--- src/sv/acsr_pkg.sv ---
// Shared types and constants for the ambient contrast strength ramp.
`timescale 1ns / 1ps

package acsr_pkg;

    // Field widths fixed by the item format
    localparam int LUX_W = 17;
    localparam int AMB_W = 16;
    localparam int STR_W = 8;
    localparam int CFG_INDEX_W = 2;
    localparam int CFG_DATA_W = 8;
    localparam int MAP_INDEX_W = 3;
    localparam int DIV_STEPS = STR_W;

    // Item modes
    localparam logic [1:0] MODE_LOAD = 2'd0;
    localparam logic [1:0] MODE_LUX  = 2'd1;
    localparam logic [1:0] MODE_TICK = 2'd2;
    localparam logic [1:0] MODE_NONE = 2'd3;

    // Configuration register indexes
    localparam logic [CFG_INDEX_W-1:0] CFG_UP_STEP   = 2'd0;
    localparam logic [CFG_INDEX_W-1:0] CFG_DOWN_STEP = 2'd1;
    localparam logic [CFG_INDEX_W-1:0] CFG_MAP_COUNT = 2'd2;

    typedef struct packed {
        logic [1:0]       mode;
        logic [2:0]       entry_index;
        logic [LUX_W-1:0] entry_lux;
        logic [AMB_W-1:0] entry_ambient;
        logic [STR_W-1:0] entry_strength;
        logic [LUX_W-1:0] lux;
    } in_item_t;

    typedef struct packed {
        logic [AMB_W-1:0]       amb_code;
        logic [STR_W-1:0]       strength;
        logic [STR_W-1:0]       target;
        logic [STR_W-1:0]       steps_left;
        logic [MAP_INDEX_W-1:0] map_index;
        logic                   refresh;
    } out_item_t;

    // One lux map entry as held in the map RAM
    typedef struct packed {
        logic [LUX_W-1:0] lux;
        logic [AMB_W-1:0] ambient;
        logic [STR_W-1:0] strength;
    } entry_t;

    // Controller to datapath commands
    typedef struct packed {
        logic capture;
        logic write_entry;
        logic tick_step;
        logic scan_rd;
        logic scan_cmp;
        logic sel_rd;
        logic sel_chk;
        logic div_run;
        logic div_end;
        logic ramp_step;
        logic fin_rd;
        logic out_load;
    } cmd_t;

    // Datapath to controller status
    typedef struct packed {
        logic [1:0] mode;
        logic       scan_more;
        logic       need_div;
        logic       div_last;
        logic       out_free;
    } status_t;

endpackage

--- src/sv/acsr_ram.sv ---
// Generic single-write, single-read RAM with registered read data.
`timescale 1ns / 1ps

module acsr_ram #(
    parameter int WIDTH = 8,
    parameter int DEPTH = 8
) (
    input  logic                                    aclk,
    input  logic                                    we,
    input  logic [((DEPTH > 1) ? $clog2(DEPTH) : 1)-1:0] waddr,
    input  logic [WIDTH-1:0]                        wdata,
    input  logic                                    re,
    input  logic [((DEPTH > 1) ? $clog2(DEPTH) : 1)-1:0] raddr,
    output logic [WIDTH-1:0]                        rdata
);

    logic [WIDTH-1:0] mem_reg [DEPTH];
    logic [WIDTH-1:0] rdata_reg;

    // Write port
    always_ff @(posedge aclk) begin
        if (we) begin
            mem_reg[waddr] <= wdata;
        end
    end

    // Registered read port, holds data between reads
    always_ff @(posedge aclk) begin
        if (re) begin
            rdata_reg <= mem_reg[raddr];
        end
    end

    assign rdata = rdata_reg;

endmodule

--- src/sv/acsr_ctrl.sv ---
// Sequencing state machine for the ambient contrast strength ramp.
`timescale 1ns / 1ps

module acsr_ctrl (
    input  logic             aclk,
    input  logic             aresetn,
    input  logic             s_valid,
    output logic             s_ready,
    input  acsr_pkg::status_t status,
    output acsr_pkg::cmd_t   cmd
);

    typedef enum logic [11:0] {
        ST_IDLE     = 12'b0000_0000_0001,
        ST_WRITE    = 12'b0000_0000_0010,
        ST_TICK     = 12'b0000_0000_0100,
        ST_SCAN_RD  = 12'b0000_0000_1000,
        ST_SCAN_CMP = 12'b0000_0001_0000,
        ST_SEL_RD   = 12'b0000_0010_0000,
        ST_SEL_CHK  = 12'b0000_0100_0000,
        ST_DIV      = 12'b0000_1000_0000,
        ST_CNT      = 12'b0001_0000_0000,
        ST_STEP     = 12'b0010_0000_0000,
        ST_RD       = 12'b0100_0000_0000,
        ST_DONE     = 12'b1000_0000_0000
    } state_t;

    state_t state_reg;
    state_t state_next;

    assign s_ready = (state_reg == ST_IDLE);

    // Next state
    always_comb begin
        state_next = state_reg;
        unique case (state_reg)
            ST_IDLE: begin
                if (s_valid) begin
                    unique case (status.mode)
                        acsr_pkg::MODE_LOAD: state_next = ST_WRITE;
                        acsr_pkg::MODE_LUX:  state_next = ST_SCAN_RD;
                        acsr_pkg::MODE_TICK: state_next = ST_TICK;
                        default:             state_next = ST_RD;
                    endcase
                end
            end
            ST_WRITE:    state_next = ST_RD;
            ST_TICK:     state_next = ST_RD;
            ST_SCAN_RD:  state_next = ST_SCAN_CMP;
            ST_SCAN_CMP: state_next = status.scan_more ? ST_SCAN_RD : ST_SEL_RD;
            ST_SEL_RD:   state_next = ST_SEL_CHK;
            ST_SEL_CHK:  state_next = status.need_div ? ST_DIV : ST_STEP;
            ST_DIV:      state_next = status.div_last ? ST_CNT : ST_DIV;
            ST_CNT:      state_next = ST_STEP;
            ST_STEP:     state_next = ST_RD;
            ST_RD:       state_next = ST_DONE;
            ST_DONE:     state_next = status.out_free ? ST_IDLE : ST_DONE;
            default:     state_next = ST_IDLE;
        endcase
    end

    always_ff @(posedge aclk) begin
        if (!aresetn) begin
            state_reg <= ST_IDLE;
        end else begin
            state_reg <= state_next;
        end
    end

    // Command decode
    always_comb begin
        cmd             = '0;
        cmd.capture     = s_valid && s_ready;
        cmd.write_entry = (state_reg == ST_WRITE);
        cmd.tick_step   = (state_reg == ST_TICK);
        cmd.scan_rd     = (state_reg == ST_SCAN_RD);
        cmd.scan_cmp    = (state_reg == ST_SCAN_CMP);
        cmd.sel_rd      = (state_reg == ST_SEL_RD);
        cmd.sel_chk     = (state_reg == ST_SEL_CHK);
        cmd.div_run     = (state_reg == ST_DIV);
        cmd.div_end     = (state_reg == ST_CNT);
        cmd.ramp_step   = (state_reg == ST_STEP);
        cmd.fin_rd      = (state_reg == ST_RD);
        cmd.out_load    = (state_reg == ST_DONE) && status.out_free;
    end

endmodule

--- src/sv/acsr_dpath.sv ---
// Datapath: map RAM, lux scan, step-count divider, ramp and result register.
`timescale 1ns / 1ps

module acsr_dpath #(
    parameter int MAP_ENTRIES = 8
) (
    input  logic                                 aclk,
    input  logic                                 aresetn,
    input  acsr_pkg::in_item_t                   s_item,
    input  logic                                 cfg_valid,
    input  logic [acsr_pkg::CFG_INDEX_W-1:0]     cfg_index,
    input  logic [acsr_pkg::CFG_DATA_W-1:0]      cfg_data,
    input  acsr_pkg::cmd_t                       cmd,
    output acsr_pkg::status_t                    status,
    output logic                                 m_valid,
    input  logic                                 m_ready,
    output acsr_pkg::out_item_t                  m_item
);

    localparam int IDX_W = (MAP_ENTRIES > 1) ? $clog2(MAP_ENTRIES) : 1;
    localparam int CNT_W = $clog2(MAP_ENTRIES + 1);
    localparam int LIM_W = (CNT_W > 4) ? CNT_W : 4;
    localparam int SW = acsr_pkg::STR_W;

    // Ramp move: rise by up, fall by down, or snap onto the target
    function automatic logic [SW-1:0] ramp_next(input logic [SW-1:0] s,
                                                input logic [SW-1:0] t,
                                                input logic [SW-1:0] up,
                                                input logic [SW-1:0] dn);
        logic [SW:0] up_sum;
        logic [SW:0] dn_sum;
        up_sum = {1'b0, s} + {1'b0, up};
        dn_sum = {1'b0, t} + {1'b0, dn};
        if (up_sum < {1'b0, t}) begin
            ramp_next = up_sum[SW-1:0];
        end else if ({1'b0, s} > dn_sum) begin
            ramp_next = s - dn;
        end else begin
            ramp_next = t;
        end
    endfunction

    acsr_pkg::in_item_t  item_reg,   item_next;
    logic [SW-1:0]       up_reg,     up_next;
    logic [SW-1:0]       down_reg,   down_next;
    logic [3:0]          mcount_reg, mcount_next;
    logic [SW-1:0]       cur_reg,    cur_next;
    logic [SW-1:0]       tgt_reg,    tgt_next;
    logic [SW-1:0]       cnt_reg,    cnt_next;
    logic [IDX_W-1:0]    sel_reg,    sel_next;
    logic [IDX_W-1:0]    idx_reg,    idx_next;
    logic [LIM_W-1:0]    scan_reg,   scan_next;
    logic [SW-1:0]       divisor_reg, divisor_next;
    logic [SW-1:0]       rem_reg,    rem_next;
    logic [SW-1:0]       quo_reg,    quo_next;
    logic [2:0]          div_cnt_reg, div_cnt_next;
    logic                refresh_reg, refresh_next;
    logic                m_valid_reg, m_valid_next;
    acsr_pkg::out_item_t m_item_reg, m_item_next;

    acsr_pkg::entry_t    wr_entry;
    acsr_pkg::entry_t    rd_entry;
    logic [$bits(acsr_pkg::entry_t)-1:0] rd_data;
    logic                ram_we;
    logic                ram_re;
    logic [IDX_W-1:0]    ram_raddr;

    logic [LIM_W-1:0]    scan_lim;
    logic [LIM_W-1:0]    scan_plus;
    logic                lux_below;
    logic [SW:0]         div_sh;
    logic [SW:0]         div_sub;
    logic                div_fit;
    logic                rising;
    logic [SW-1:0]       diff;
    logic [SW-1:0]       step_sz;

    // Map RAM: one entry per map slot
    assign wr_entry.lux      = item_reg.entry_lux;
    assign wr_entry.ambient  = item_reg.entry_ambient;
    assign wr_entry.strength = item_reg.entry_strength;
    assign ram_we    = cmd.write_entry && (int'(item_reg.entry_index) < MAP_ENTRIES);
    assign ram_re    = cmd.scan_rd || cmd.sel_rd || cmd.fin_rd;
    assign ram_raddr = cmd.scan_rd ? scan_reg[IDX_W-1:0] :
                       cmd.sel_rd  ? idx_reg : sel_reg;
    assign rd_entry  = acsr_pkg::entry_t'(rd_data);

    acsr_ram #(
        .WIDTH ($bits(acsr_pkg::entry_t)),
        .DEPTH (MAP_ENTRIES)
    ) u_map (
        .aclk  (aclk),
        .we    (ram_we),
        .waddr (IDX_W'(item_reg.entry_index)),
        .wdata (wr_entry),
        .re    (ram_re),
        .raddr (ram_raddr),
        .rdata (rd_data)
    );

    // Number of entries scanned: zero counts as one, clamp to map size
    always_comb begin
        if (mcount_reg == 4'd0) begin
            scan_lim = LIM_W'(1);
        end else if (LIM_W'(mcount_reg) > LIM_W'(MAP_ENTRIES)) begin
            scan_lim = LIM_W'(MAP_ENTRIES);
        end else begin
            scan_lim = LIM_W'(mcount_reg);
        end
    end

    assign scan_plus = scan_reg + LIM_W'(1);
    assign lux_below = item_reg.lux < rd_entry.lux;

    // One restoring division step per cycle
    assign div_sh  = {rem_reg, quo_reg[SW-1]};
    assign div_fit = div_sh >= {1'b0, divisor_reg};
    assign div_sub = div_sh - {1'b0, divisor_reg};

    // Distance and step size toward a new target
    assign rising  = rd_entry.strength > cur_reg;
    assign diff    = rising ? (rd_entry.strength - cur_reg) : (cur_reg - rd_entry.strength);
    assign step_sz = rising ? up_reg : down_reg;

    // Status to controller
    assign status.mode      = s_item.mode;
    assign status.scan_more = !lux_below && (scan_plus < scan_lim);
    assign status.need_div  = (tgt_reg != rd_entry.strength);
    assign status.div_last  = (div_cnt_reg == 3'(acsr_pkg::DIV_STEPS - 1));
    assign status.out_free  = !m_valid_reg || m_ready;

    // Next-state logic
    always_comb begin
        item_next    = item_reg;
        up_next      = up_reg;
        down_next    = down_reg;
        mcount_next  = mcount_reg;
        cur_next     = cur_reg;
        tgt_next     = tgt_reg;
        cnt_next     = cnt_reg;
        sel_next     = sel_reg;
        idx_next     = idx_reg;
        scan_next    = scan_reg;
        divisor_next = divisor_reg;
        rem_next     = rem_reg;
        quo_next     = quo_reg;
        div_cnt_next = div_cnt_reg;
        refresh_next = refresh_reg;
        m_item_next  = m_item_reg;
        m_valid_next = m_valid_reg;

        // configuration writes
        if (cfg_valid) begin
            unique case (cfg_index)
                acsr_pkg::CFG_UP_STEP:   up_next = cfg_data;
                acsr_pkg::CFG_DOWN_STEP: down_next = cfg_data;
                acsr_pkg::CFG_MAP_COUNT: mcount_next = cfg_data[3:0];
                default: ;
            endcase
        end

        if (cmd.capture) begin
            item_next    = s_item;
            scan_next    = '0;
            idx_next     = '0;
            refresh_next = 1'b0;
        end

        // frame tick: one step while steps remain
        if (cmd.tick_step && (cnt_reg != '0)) begin
            cur_next     = ramp_next(cur_reg, tgt_reg, up_reg, down_reg);
            cnt_next     = cnt_reg - SW'(1);
            refresh_next = 1'b1;
        end

        // scan: keep the last entry at or below the lux before the first above it
        if (cmd.scan_cmp) begin
            if (!lux_below) begin
                idx_next = scan_reg[IDX_W-1:0];
            end
            scan_next = scan_plus;
        end

        // new target: start the step-count division
        if (cmd.sel_chk && status.need_div) begin
            tgt_next     = rd_entry.strength;
            divisor_next = (step_sz == '0) ? SW'(1) : step_sz;
            rem_next     = '0;
            quo_next     = diff;
            div_cnt_next = '0;
        end

        if (cmd.div_run) begin
            rem_next     = div_fit ? div_sub[SW-1:0] : div_sh[SW-1:0];
            quo_next     = {quo_reg[SW-2:0], div_fit};
            div_cnt_next = div_cnt_reg + 3'd1;
        end

        // ceiling of the quotient
        if (cmd.div_end) begin
            cnt_next = quo_reg + SW'(rem_reg != '0);
        end

        // lux sample: one ramp step while steps remain, and record the selected entry
        if (cmd.ramp_step) begin
            if (cnt_reg != '0) begin
                cur_next = ramp_next(cur_reg, tgt_reg, up_reg, down_reg);
                cnt_next = cnt_reg - SW'(1);
            end
            if (sel_reg != idx_reg) begin
                sel_next     = idx_reg;
                refresh_next = 1'b1;
            end
        end

        // result register
        if (cmd.out_load) begin
            m_valid_next           = 1'b1;
            m_item_next.amb_code   = rd_entry.ambient;
            m_item_next.strength   = cur_reg;
            m_item_next.target     = tgt_reg;
            m_item_next.steps_left = cnt_reg;
            m_item_next.map_index  = acsr_pkg::MAP_INDEX_W'(sel_reg);
            m_item_next.refresh    = refresh_reg;
        end else if (m_ready) begin
            m_valid_next = 1'b0;
        end
    end

    // Control and architectural state
    always_ff @(posedge aclk) begin
        if (!aresetn) begin
            up_reg      <= SW'(1);
            down_reg    <= SW'(1);
            mcount_reg  <= 4'd1;
            cur_reg     <= '0;
            tgt_reg     <= '0;
            cnt_reg     <= '0;
            sel_reg     <= '0;
            m_valid_reg <= 1'b0;
        end else begin
            up_reg      <= up_next;
            down_reg    <= down_next;
            mcount_reg  <= mcount_next;
            cur_reg     <= cur_next;
            tgt_reg     <= tgt_next;
            cnt_reg     <= cnt_next;
            sel_reg     <= sel_next;
            m_valid_reg <= m_valid_next;
        end
    end

    // Working and payload registers
    always_ff @(posedge aclk) begin
        item_reg    <= item_next;
        idx_reg     <= idx_next;
        scan_reg    <= scan_next;
        divisor_reg <= divisor_next;
        rem_reg     <= rem_next;
        quo_reg     <= quo_next;
        div_cnt_reg <= div_cnt_next;
        refresh_reg <= refresh_next;
        m_item_reg  <= m_item_next;
    end

    assign m_valid = m_valid_reg;
    assign m_item  = m_item_reg;

endmodule

--- src/sv/ambient_contrast_strength_ramp.sv ---
// Top level of the ambient contrast strength ramp.
`timescale 1ns / 1ps
//
// Items enter on s_valid/s_ready (s_item) and one result per item leaves on
// m_valid/m_ready (m_item). Registers are written on cfg_valid/cfg_ready
// (cfg_index, cfg_data); cfg_ready is always high.
// One item is worked on at a time; s_ready is high only while the sequencer
// is idle. A lux sample scans the map entries in use, one RAM read and
// compare each, then reads the selected entry; on a target change the new
// step count comes from a shift-subtract divider before the ramp step.
// A new item is taken the cycle after its result is loaded into the output
// register, so the input side keeps going while that result waits.
// When m_ready stays low the finished result sits in the output register;
// the following item is accepted and processed but parks before its result
// until the register empties.
// Reset (aresetn low, synchronous) clears the strength, target, step count,
// selected entry and output valid, and sets up_step, down_step and
// map_count to 1. Map entries hold no reset value and must be loaded first.

module ambient_contrast_strength_ramp #(
    parameter int MAP_ENTRIES = 8
) (
    input  logic                             aclk,
    input  logic                             aresetn,
    input  logic                             s_valid,
    output logic                             s_ready,
    input  acsr_pkg::in_item_t               s_item,
    output logic                             m_valid,
    input  logic                             m_ready,
    output acsr_pkg::out_item_t              m_item,
    input  logic                             cfg_valid,
    output logic                             cfg_ready,
    input  logic [acsr_pkg::CFG_INDEX_W-1:0] cfg_index,
    input  logic [acsr_pkg::CFG_DATA_W-1:0]  cfg_data
);

    acsr_pkg::cmd_t    cmd;
    acsr_pkg::status_t status;

    // Register writes never stall
    assign cfg_ready = 1'b1;

    acsr_ctrl u_ctrl (
        .aclk    (aclk),
        .aresetn (aresetn),
        .s_valid (s_valid),
        .s_ready (s_ready),
        .status  (status),
        .cmd     (cmd)
    );

    acsr_dpath #(
        .MAP_ENTRIES (MAP_ENTRIES)
    ) u_dpath (
        .aclk      (aclk),
        .aresetn   (aresetn),
        .s_item    (s_item),
        .cfg_valid (cfg_valid),
        .cfg_index (cfg_index),
        .cfg_data  (cfg_data),
        .cmd       (cmd),
        .status    (status),
        .m_valid   (m_valid),
        .m_ready   (m_ready),
        .m_item    (m_item)
    );

endmodule

--- config.mk ---
export PLATFORM = sky130hd
export DESIGN_NAME = ambient_contrast_strength_ramp
export DESIGN_NICKNAME = d
export VERILOG_FILES = /design/src/sv/acsr_pkg.sv /design/src/sv/acsr_ram.sv /design/src/sv/acsr_ctrl.sv /design/src/sv/acsr_dpath.sv /design/src/sv/ambient_contrast_strength_ramp.sv
export SDC_FILE = /design/constraint.sdc
export NUM_CORES = 1
export LEC_CHECK = 0
export BUFFER_PORTS_ARGS = -buffer_cell sky130_fd_sc_hd__clkbuf_2
export CELL_PAD_IN_SITES_DETAIL_PLACEMENT = 1
export CELL_PAD_IN_SITES_GLOBAL_PLACEMENT = 2
export CORE_MARGIN = 3
export CORE_UTILIZATION = 45
export DETAILED_ROUTE_END_ITERATION = 10
export PLACE_DENSITY = 0.8
export SLEW_MARGIN = 15
export SYNTH_ARGS = -nofsm -noshare
export SYNTH_HDL_FRONTEND = slang
export SYNTH_SLANG_ARGS = --single-unit
--- constraint.sdc ---
create_clock -name aclk -period 7.4 [get_ports aclk]
set_input_delay 0.37 -clock aclk [delete_from_list [all_inputs] [get_ports aclk]]
set_output_delay 0.37 -clock aclk [all_outputs]
set_load 0.02 [all_outputs]
==> results of run 1 <==
[power breakdown]
part / total [mW] / leakage (nW) / internal [mW] / switching [mW]
sequential: 3.67 / 5.12 / 3.59 / 0.0762
combinational: 0.282 / 3.98 / 0.111 / 0.171
clock: 3.01 / 0.935 / 1.76 / 1.25
[logic make-up after synthesis]
group	share of synthesized area [%]
flops	67.6
compound gates	10.9
simple gates	6.33
buf+inv	2.67
mux	5.97
fa+ha+maj	4.91
xor+xnor	1.62
other cells	0.0154
[critical path, cell delays in order, from the launching register on]
cell and delay (ns):
dfxtp_1 0.61, ha_1 0.31, a21oi_1 0.17, o211ai_1 0.14, or3_1 0.32, a31oi_1 0.23, xnor2_1 0.21, ha_1 0.31
a21boi_0 0.13, a2111oi_0 0.47, o211ai_1 0.52, inv_1 0.27, a211oi_1 0.08, o32ai_1 0.30
[cell type report]
cell class / instances / area share [%]
clock buffers: 65 / 5.21
clock inverters: 40 / 1.68
multi-input cells: 911 / 26.0
inverters: 77 / 1.02
flip-flops and latches: 569 / 58.0
well taps: 688 / 3.04
repair buffers: 212 / 5.09
[synthesized netlist by cell type (4+ instances only)]
cell      instances
a21oi_1          43
a221oi_1         47
o21ai_1          41
a211oi_1          5
nand2b_1          6
nand3b_1          5
mux2i_1          44
edfxtp_1        505
buf_6             7
o21a_1            6
a211o_1           6
a22oi_1          42
ha_1             86
o31a_1            4
nand4_1           9
o311ai_0          4
nor3b_1           5
o21ai_0          41
nor4_1            7
dfxtp_1          64
a31oi_1           6
xor2_1           23
nand2_1          64
xnor2_1          22
a21o_1           17
buf_4             4
o31ai_1           5
nor4b_1           7
or3_1             4
o211ai_1          6
buf_2            18
nand3_1          27
a21boi_0          5
nor2_1           91
inv_1            76
a221oi_2         40
and2_1            5
mux2_1           46
nor3_1           15
fa_1              6
mux2_2           42
and3_1           10
nor2b_1          17
clkbuf_1         39
[stage by stage]
stage	worst slack [ns]	power [mW]	hold slack, ns	area [sq um]
2_1_floorplan	0.560	3.86	0.400	24300
3_3_place_gp	3.43	3.97	0.436	25800
3_5_place_dp	3.31	3.99	0.418	25800
4_1_cts	3.25	7.02	0.0123	28400
5_1_grt	2.99	7.20	0.0504	28400
6_report	3.22	6.96	0.0394	28400
[worst max path at each step]
| stage | startpoint | end | slack [ns] | cells after the start |
|---|---|---|---|---|
| 5_1_grt | u_dpath.cur_reg[1] | u_dpath.cur_reg[2] | 2.99 | 13 |
| 6_report | u_dpath.cur_reg[1] | u_dpath.cur_reg[2] | 3.22 | 13 |
| 3_5_place_dp | u_dpath.cur_reg[1] | u_dpath.cur_reg[2] | 3.31 | 13 |
| 2_1_floorplan | u_ctrl.state_reg[4] | u_ctrl.state_reg[0] | 0.56 | 7 |
| 4_1_cts | u_ctrl.state_reg[1] | u_dpath.u_map.rdata[28] | 3.25 | 8 |
| 3_3_place_gp | u_ctrl.state_reg[4] | u_dpath.u_map.rdata[33] | 3.43 | 9 |
[layer usage]
metal / routed length [um] / vias to the layer above
met3: 2730 / 103
met5: 0 / -
li1: - / 6755
met4: 1640 / 0
met2: 32600 / 412
met1: 26400 / 7693
==> flow_metrics.env, run 1 <==
export IMPL_status="completed"
export IMPL_hold_viol_final=0
export IMPL_grt_util_met3_pct=2.75
export IMPL_slew_violations=0
export IMPL_yosys_warnings=0
export IMPL_post_cts_resize_count=0
export IMPL_final_common_cell="edfxtp_1"
export IMPL_die_x_um=239
export IMPL_dr_pass1_iters=5
export IMPL_clock_sinks=569
export IMPL_r2r_end="u_dpath.cur_reg[2]"
export IMPL_synth_seq_area_share_pct=67.6
export IMPL_hold_path_class="primary input to flop"
export IMPL_rsz0062_at_grt="false"
export IMPL_grt_total_usage_pct=22.2
export IMPL_vias=15000
export IMPL_worstHoldEndpoint="u_dpath.down_reg[7]"
export IMPL_synth_ff_type="edfxtp_1"
export IMPL_gp_congestion=0.861
export IMPL_routed_wl_mm=63.4
export IMPL_synthDistinctLibCells=80
export IMPL_cts_htree_levels=2
export IMPL_route_detailed_drc=0
export IMPL_via_per_inst=5.84
export IMPL_synthArstFlopShare_pct=0
export IMPL_finalCritPeriodShare_pct=56.5
export IMPL_grt_pass1_vias=16100
export IMPL_worstPathArrival_ns=4.67
export IMPL_finalSetupTns_ns=0
export IMPL_cp_required_ns=7.89
export IMPL_die_area_sq_mm=0.0569
export IMPL_drt_iter0_drc=1032
export IMPL_fin_cells=2562
export IMPL_rr_startpoint="u_dpath.cur_reg[1]"
export IMPL_drive_gt1_share_pct=18.4
export IMPL_min_delay_start="cfg_data[7]"
export IMPL_syn2layout_area_growth_pct=16.5
export IMPL_dpl_hpwl_mm=37.6
export IMPL_r2r_slack_ns=3.22
export IMPL_post_drt_wl_per_cell_um=24.8
export IMPL_met2_usage_pct=39.7
export IMPL_grt_max_degree=62
export IMPL_synth_edf_count=505
export IMPL_clock_skew_ns=0.0374
export IMPL_cap_violations=0
export IMPL_max_slew_margin_rel_pct=28.0
export IMPL_powerDensity_mw_per_mm2=245
export IMPL_yosysTopAreaCellShare_pct=62.3
export IMPL_hold_depth=3
export IMPL_tritoncts="built"
export IMPL_fin_nets=1999
export IMPL_largest_reg_flops=328
export IMPL_syn_nets=1798
export IMPL_ys_seq_elements=569
export IMPL_cts_path_max_buffers=3
export IMPL_period_minus_slack_ns=4.18
export IMPL_die_height_um=239
export IMPL_postRouteAntennaNets=0
export IMPL_cts_hold_buffers=64
export IMPL_grt_busiest_layer="met2"
export IMPL_clockRootBuffer="clkbuf_16"
export IMPL_antenna_cells=0
export IMPL_initial_core_util_pct=45.9
export IMPL_antenna_found_initial=0
export IMPL_placed_cells=2393
export IMPL_io_pins=125
export IMPL_path_max_fanout=11
export IMPL_p_leak_nw=10.0
export IMPL_syn_inst=1628
export IMPL_synth_area_leaders="edfxtp_1 62%, dfxtp_1 5.3%, ha_1 4.4%, a221oi_2 2.5%, mux2_1 2.1%"
export IMPL_grt_ovfl_total=0
export IMPL_numCtsBuffers=58
export IMPL_post_cts_buffers=0
export IMPL_multi_input_area_sq_mm=0.00736
export IMPL_critPathKind="flop to flop"
export IMPL_worstSetupStartpointType="flop"
export IMPL_synth_area_sq_mm=0.0243
export IMPL_met1_usage_pct=28.5
export IMPL_regArea_sq_mm=0.0164
export IMPL_grt_pass1_wl_mm=97.0
export IMPL_clkTransAtPathRegs_ns=0.06
export IMPL_core_rowCount=84
export IMPL_io_buffers=123
export IMPL_clk_latency_ns=0.62
export IMPL_worst_pin_slew_ns=1.08
export IMPL_endpoint_kind="flop"
export IMPL_core_sq_mm=0.0531
export IMPL_reg2reg_depth=13
export IMPL_most_common_layout_cells="505 x edfxtp_1, 123 x clkbuf_2, 86 x ha_1, 85 x nor2_1, 75 x inv_1"
export IMPL_setup_violations=0
export IMPL_n_fill_cell=5061
export IMPL_postLayoutCoreUtil_pct=53.4
export IMPL_synth_top_area_cell="edfxtp_1"
export IMPL_fmax_mhz=239
export IMPL_avgSynthCellArea_sq_um=15.0
export IMPL_max_vdd_ir_drop_v=0.000237
No activity file was read; power rests on OpenSTA's default activity.
==> inputs of run 2 (changes only) <==
ABC_AREA = 1   (was unset)
CORE_UTILIZATION = 41   (was 45)
PLACE_DENSITY = 0.81   (was 0.8)
clock period = 4.15 ns   (was 7.4 ns; I/O delays follow)
==> run 2 against run 1 <==
Effect of this change:
- synthesized cell count grew 66%
- critical path depth grew 8
- global-route usage shrank 1.5 points
- register-to-register slack lost 2.4 ns
- count of clock-buffer cells in the layout grew 14
- final cell count grew 49%
- area after synthesis grew 11%
- sequential share of layout area shrank 5.5 points
- die area grew 22%
==> flow_metrics.env, run 2 <==
export IMPL_powerDensity_mw_per_mm2=404
export IMPL_largest_reg_flops=328
export IMPL_worstHoldEndpoint="u_dpath.down_reg[0]"
export IMPL_grt_pass1_wl_mm=112
export IMPL_grt_total_usage_pct=20.7
export IMPL_finalCritPeriodShare_pct=79.1
export IMPL_synth_commonest_cells="791 x nand2_1, 505 x edfxtp_1, 504 x inv_1"
export IMPL_worstPathArrival_ns=3.75
export IMPL_cp_required_ns=4.62
export IMPL_yosysTopAreaCellShare_pct=55.9
export IMPL_finalSetupTns_ns=0
export IMPL_die_height_um=263
export IMPL_worstSetupStartpointType="flop"
export IMPL_cap_violations=0
export IMPL_setup_violations=0
export IMPL_r2r_end="u_dpath.cur_reg[7]"
export IMPL_reg2reg_depth=21
export IMPL_io_buffers=123
export IMPL_hold_path_class="primary input to flop"
export IMPL_fmax_mhz=305
export IMPL_status="completed"
export IMPL_most_common_layout_cells="788 x nand2_1, 505 x edfxtp_1, 504 x inv_1, 164 x nand3_1, 123 x clkbuf_2"
export IMPL_grt_pass1_vias=20100
export IMPL_core_sq_mm=0.0649
export IMPL_synth_area_leaders="edfxtp_1 56%, nand2_1 11%, inv_1 7.0%, dfxtp_1 4.7%, ha_1 4.0%"
export IMPL_postRouteAntennaNets=0
export IMPL_initial_core_util_pct=41.8
export IMPL_synthDistinctLibCells=52
export IMPL_finalInstanceArea_sq_mm=0.0314
export IMPL_path_max_fanout=10
export IMPL_critPathKind="flop to flop"
export IMPL_place_ws_ns=0.915
export IMPL_worst_path_largest_cell_delay_ns=0.42
export IMPL_io_pins=125
export IMPL_numCtsBuffers=66
export IMPL_worstPathCellList="ha_1, inv_1, fa_1, nor2_1, nor2_1, nor2_1, nor2_1, xor2_1, ha_1, nand2_1, nor2_1, nand2_1, nand3_1, nor2_1, nand2_2, nand2_1, o21ai_0, nand2_1, nand3_1, nand2_1, inv_1"
export IMPL_routed_wl_mm=71.5
export IMPL_dpl_hpwl_mm=43.7
export IMPL_path_delay_family="simple AND/OR/NAND/NOR gates"
export IMPL_slowest_stage="dfxtp_1"
export IMPL_syn2layout_area_growth_pct=15.5
export IMPL_post_cts_resize_count=0
export IMPL_synthArstFlopShare_pct=0
export IMPL_synth_top_area_cell="edfxtp_1"
export IMPL_critPathMostFrequentCell="nor2_1"
export IMPL_rr_startpoint="u_dpath.tgt_reg[0]"
export IMPL_crit_buf_inv=2
export IMPL_vias=18900
export IMPL_p_sw_share_pct=22.3
export IMPL_p_comb_share_pct=5.0
export IMPL_max_vdd_ir_drop_v=0.000311
export IMPL_synth_most_common_cell="nand2_1"
export IMPL_syn_nets=2867
export IMPL_antenna_found_initial=1
export IMPL_clock_skew_ns=0.0311
export IMPL_yosys_warnings=0
export IMPL_seqPwrFrac_pct=51.7
export IMPL_synth_ff_type="edfxtp_1"
export IMPL_intPower_mw=9.83
export IMPL_dpl_instance_area_sq_mm=0.0286
export IMPL_clk_latency_ns=0.59
export IMPL_cts_path_max_buffers=3
export IMPL_p_total_mw=12.7
export IMPL_clkTransAtPathRegs_ns=0.06
export IMPL_antenna_cells=0
export IMPL_grt_ovfl_total=0
export IMPL_slew_violations=0
export IMPL_core_rowCount=93
export IMPL_syn_inst=2697
export IMPL_avgSynthCellArea_sq_um=10.1
export IMPL_route_detailed_drc=0
export IMPL_synth_seq_area_share_pct=60.6
export IMPL_r2r_slack_ns=0.87
export IMPL_switchingPower_mw=2.82
export IMPL_period_minus_slack_ns=3.28
export IMPL_die_x_um=263
export IMPL_min_delay_start="cfg_index[0]"
export IMPL_max_slew_margin_rel_pct=40.2
export IMPL_whs_ns=0.0429
export IMPL_drive_gt1_share_pct=12.4
export IMPL_post_cts_buffers=0
export IMPL_cts_htree_levels=3
export IMPL_via_per_inst=4.95
export IMPL_tritoncts="built"
export IMPL_p_leak_nw=14.1
export IMPL_post_drt_wl_per_cell_um=18.8
export IMPL_dr_pass1_iters=5
export IMPL_cts_hold_buffers=74
export IMPL_gp_congestion=0.845
export IMPL_fin_nets=3074
export IMPL_final_common_cell="nand2_1"
export IMPL_grt_max_degree=165
export IMPL_rsz0062_at_grt="false"
export IMPL_setup_ws_ns=0.869
export IMPL_ys_seq_elements=569
export IMPL_p_clk_share_pct=43.3
export IMPL_hold_depth=3
export IMPL_hold_viol_final=0
export IMPL_synth_edf_count=505
export IMPL_die_area_sq_mm=0.0693
export IMPL_endpoint_kind="flop"
export IMPL_clockRootBuffer="clkbuf_16"
export IMPL_drt_iter0_drc=940
export IMPL_synth_area_sq_mm=0.0271
export IMPL_worst_pin_slew_ns=0.898
export IMPL_clock_sinks=569
run 2: cell count changes in the layout (fill, tap and decap cells not counted), sizes merged, moves of 14 or more:
cell / previous run / this run
nand2: 64 / 799
inv: 78 / 514
clkbuf: 188 / 202
nand3: 27 / 246
a221oi: 87 / 0
mux2i: 45 / 1
o21ai: 82 / 63
mux2: 88 / 0
a21oi: 43 / 89
a22oi: 42 / 0
nor2b: 17 / 0
run 2: worst max path at each step:
stage / slack, ns / end / depth (start not counted) / startpoint
after floorplan: -0.26 / u_dpath.u_map.mem_reg[2][0] / 7 / u_ctrl.state_reg[8]
after global placement: 0.96 / u_dpath.cur_reg[7] / 21 / u_dpath.tgt_reg[0]
after detailed placement: 0.91 / u_dpath.cur_reg[7] / 21 / u_dpath.tgt_reg[0]
after CTS: 0.89 / u_dpath.cur_reg[7] / 21 / u_dpath.tgt_reg[0]
after global routing: 0.56 / u_dpath.cur_reg[7] / 21 / u_dpath.tgt_reg[0]
final: 0.87 / u_dpath.cur_reg[7] / 21 / u_dpath.tgt_reg[0]
run 2: cell families after synthesis:
family          after synthesis  synth area share (%)
flops                       569                  60.6
fa+ha+maj                    92                  4.41
compound gates              183                  3.67
other cells                   1                0.0138
simple gates               1209                  20.3
mux                           1                0.0369
buf+inv                     596                  9.49
xor+xnor                     46                  1.48
run 2: power groups by stage:
stage | Sequential [mW] | Combinational, mW | Clock, mW
floorplan | 6.61 | 0.377 | 0
global placement | 6.65 | 0.566 | 0
detailed placement | 6.67 | 0.588 | 0
CTS | 6.55 | 0.646 | 5.63
global route | 6.56 | 0.714 | 5.87
finish | 6.55 | 0.634 | 5.48
run 2: metal layers:
layer	track usage (%)	up-vias	part of all wire, %	wire length, um
li1	-	9124	-	-
met1	25.0	9308	42	29900
met2	38.1	298	52	37000
met3	2.59	122	3.5	2500
met4	6.85	0	2.9	2070
met5	0	-	0	0
run 2: layout make-up:
type	count	area (sq um)
Fill cell	7232	33600
Multi-Input combinational cell	1532	8200
Sequential cell	569	16400
Inverter	512	1920
Clock inverter	35	299
Tap cell	855	1070
Clock buffer	79	1710
Timing Repair Buffer	223	1700
run 2: metrics by stage:
stage,util (%),instances
after global placement,44.0,3617
after global routing,48.3,3805
after CTS,48.3,3805
after floorplan,-,2697
final,48.3,3805
after detailed placement,44.0,3617
run 2: worst reg2reg max path: stages (launching register included):
cell and delay (ns):
dfxtp_1 0.42, ha_1 0.23, inv_1 0.06, fa_1 0.41, nor2_1 0.12, nor2_1 0.07
nor2_1 0.09, nor2_1 0.05, xor2_1 0.14, ha_1 0.31, nand2_1 0.08, nor2_1 0.04
nand2_1 0.05, nand3_1 0.07, nor2_1 0.37, nand2_2 0.22, nand2_1 0.11, o21ai_0 0.08
nand2_1 0.08, nand3_1 0.06, nand2_1 0.08, inv_1 0.04
==> inputs of run 3 (changes only) <==
ABC_AREA = 0   (was 1)
CORE_UTILIZATION = 45   (was 41)
PLACE_DENSITY = 0.8   (was 0.81)
clock period = 3.3 ns   (was 4.15 ns; I/O delays follow)
==> run 3 against run 2 <==
Effect of this change:
- sequential share of layout area is 3.2 points higher
- register-to-register slack worse by 0.82 ns
- sequential power is 26% higher
- non-clock buffer count up 83
- clock skew down 0.0079 ns
- setup slack lost 0.82 ns
- critical path depth fell by 6
- combinational power increased by 17%
- first-iteration DRC count up 26%
- die area down 18%
- flip-flop and latch count did not move
- via count decreased by 18%
- critical path type unchanged
==> flow_metrics.env, run 3 (synthesis gave the netlist of run 1 again) <==
export IMPL_whs_ns=0.0868
export IMPL_drive_gt1_share_pct=23.8
export IMPL_antenna_cells=0
export IMPL_clock_skew_ns=0.0232
export IMPL_dr_pass1_iters=4
export IMPL_r2r_slack_ns=0.05
export IMPL_gp_congestion=0.822
export IMPL_worst_path_largest_cell_delay_ns=0.42
export IMPL_critPathKind="flop to flop"
export IMPL_setup_violations=0
export IMPL_hold_path_class="primary input to flop"
export IMPL_grt_ovfl_total=0
export IMPL_io_buffers=123
export IMPL_tritoncts="built"
export IMPL_antenna_found_initial=0
export IMPL_initial_core_util_pct=45.9
export IMPL_grt_max_degree=48
export IMPL_final_common_cell="edfxtp_1"
export IMPL_via_per_inst=5.79
export IMPL_die_x_um=239
export IMPL_dpl_instance_area_sq_mm=0.0265
export IMPL_dpl_hpwl_mm=40.4
export IMPL_core_rowCount=84
export IMPL_cts_htree_levels=2
export IMPL_n_fill_cell=5025
export IMPL_p_leak_nw=10.6
export IMPL_cap_violations=0
export IMPL_period_minus_slack_ns=3.25
export IMPL_rsz0062_at_grt="true"
export IMPL_clk_latency_ns=0.63
export IMPL_routed_wl_mm=67.3
export IMPL_max_vdd_ir_drop_v=0.000547
export IMPL_finalInstanceArea_sq_mm=0.0296
export IMPL_io_pins=125
export IMPL_powerDensity_mw_per_mm2=526
export IMPL_grt_pass1_vias=16800
export IMPL_slowest_stage="dfxtp_1"
export IMPL_most_common_layout_cells="505 x edfxtp_1, 123 x clkbuf_2, 85 x buf_4, 84 x nor2_1, 79 x ha_1"
export IMPL_vias=15400
export IMPL_route_detailed_drc=0
export IMPL_post_drt_wl_per_cell_um=25.3
export IMPL_worstPathCellList="ha_4, nand3_1, o211ai_1, or3_1, a31oi_1, xnor2_1, ha_1, a21boi_4, a2111oi_4, buf_4, o211ai_1, buf_4, buf_12, mux2i_1, a21oi_1"
export IMPL_clock_sinks=569
export IMPL_die_area_sq_mm=0.0569
export IMPL_cp_required_ns=3.80
export IMPL_max_slew_margin_rel_pct=34.2
export IMPL_worst_pin_slew_ns=0.983
export IMPL_hold_viol_final=0
export IMPL_clockRootBuffer="clkbuf_16"
export IMPL_worstSetupStartpointType="flop"
export IMPL_clkTransAtPathRegs_ns=0.07
export IMPL_finalCritPeriodShare_pct=98.5
export IMPL_die_height_um=239
export IMPL_numCtsBuffers=59
export IMPL_grt_pass1_wl_mm=101
export IMPL_grt_total_usage_pct=23.4
export IMPL_syn2layout_area_growth_pct=21.5
export IMPL_slew_violations=0
export IMPL_status="completed"
export IMPL_fmax_mhz=308
export IMPL_worstPathArrival_ns=3.75
export IMPL_drt_iter0_drc=1185
export IMPL_path_max_fanout=5
export IMPL_core_sq_mm=0.0531
export IMPL_largest_reg_flops=328
export IMPL_postRouteAntennaNets=0
export IMPL_endpoint_kind="flop"
export IMPL_fin_nets=2094
export IMPL_cts_path_max_buffers=3
==> run 3: final timing paths <==
check / start / to / cells after the start
worst max-delay path: u_dpath.up_reg[3] / u_dpath.cur_reg[0] / 15
worst max register to register: u_dpath.up_reg[3] / u_dpath.cur_reg[0] / 15
worst min register to register: u_dpath.u_map.rdata[9] / u_dpath.m_item[29] / 0
worst min-delay path: cfg_index[1] / u_dpath.up_reg[0] / 5
==> run 3: repair_timing <==
| item | 4_1_cts | 5_1_grt |
|---|---|---|
| hold buffers | 75 | 0 |
| setup endpoints to repair | 8 | 12 |
| resized for setup | 18 | 44 |
| hold endpoints to repair | 90 | 0 |
| pin swaps | 15 | 20 |
| gates cloned | 1 | 2 |
| setup buffers | 7 | 11 |
==> run 3: stage by stage <==
stage                     utilization, %  worst slack [ns]  total power, mW  cells  TNS (ns)
after floorplan                        -            -0.245             8.66   1628    -24.48
after global placement              49.9           -0.0903             8.96   2455    -0.394
after detailed placement            49.9            -0.183             9.00   2455     -1.01
after CTS                           55.1           -0.0191             15.6   2647   -0.0299
after global routing                55.7            -0.147             16.1   2660    -0.764
final                               55.7            0.0491             15.6   2660         0
==> run 3: power by group <==
part,internal (mW),total (mW),switching [mW]
Sequential,8.05,8.23,0.180
Clock,3.71,6.58,2.87
Combinational,0.327,0.744,0.417
Total,12.1,15.6,3.46
==> run 3: final cells by class <==
cell class                 instances  area (sq um)  share of cell area [%]
clock inverter                    36           334                    1.13
inverter                          77           293                   0.990
tap                              688           861                    2.91
clock buffer                      73          1570                    5.31
timing repair buffer             306          2440                    8.26
multi-input combinational        911          7610                    25.7
sequential                       569         16500                    55.7
==> run 3: worst max-delay path: cells and delay by family, from the launching register on <==
family,cells,cell delay [ns]
flip-flops,1,0.42
AO/OA/AOI/OAI,6,0.87
adder cells (fa/ha/maj),2,0.54
buffers and inverters,3,0.48
XOR/XNOR,1,0.19
AND/OR/NAND/NOR,2,0.49
multiplexers,1,0.14
==> run 3: routing by layer <==
layer | global-route usage [%] | vias to the layer above | routed length (um)
met5 | 0 | - | 0
met4 | 6.95 | 0 | 1830
met3 | 3.39 | 118 | 2980
met2 | 42.1 | 387 | 34800
met1 | 29.4 | 7947 | 27700
li1 | - | 6941 | -
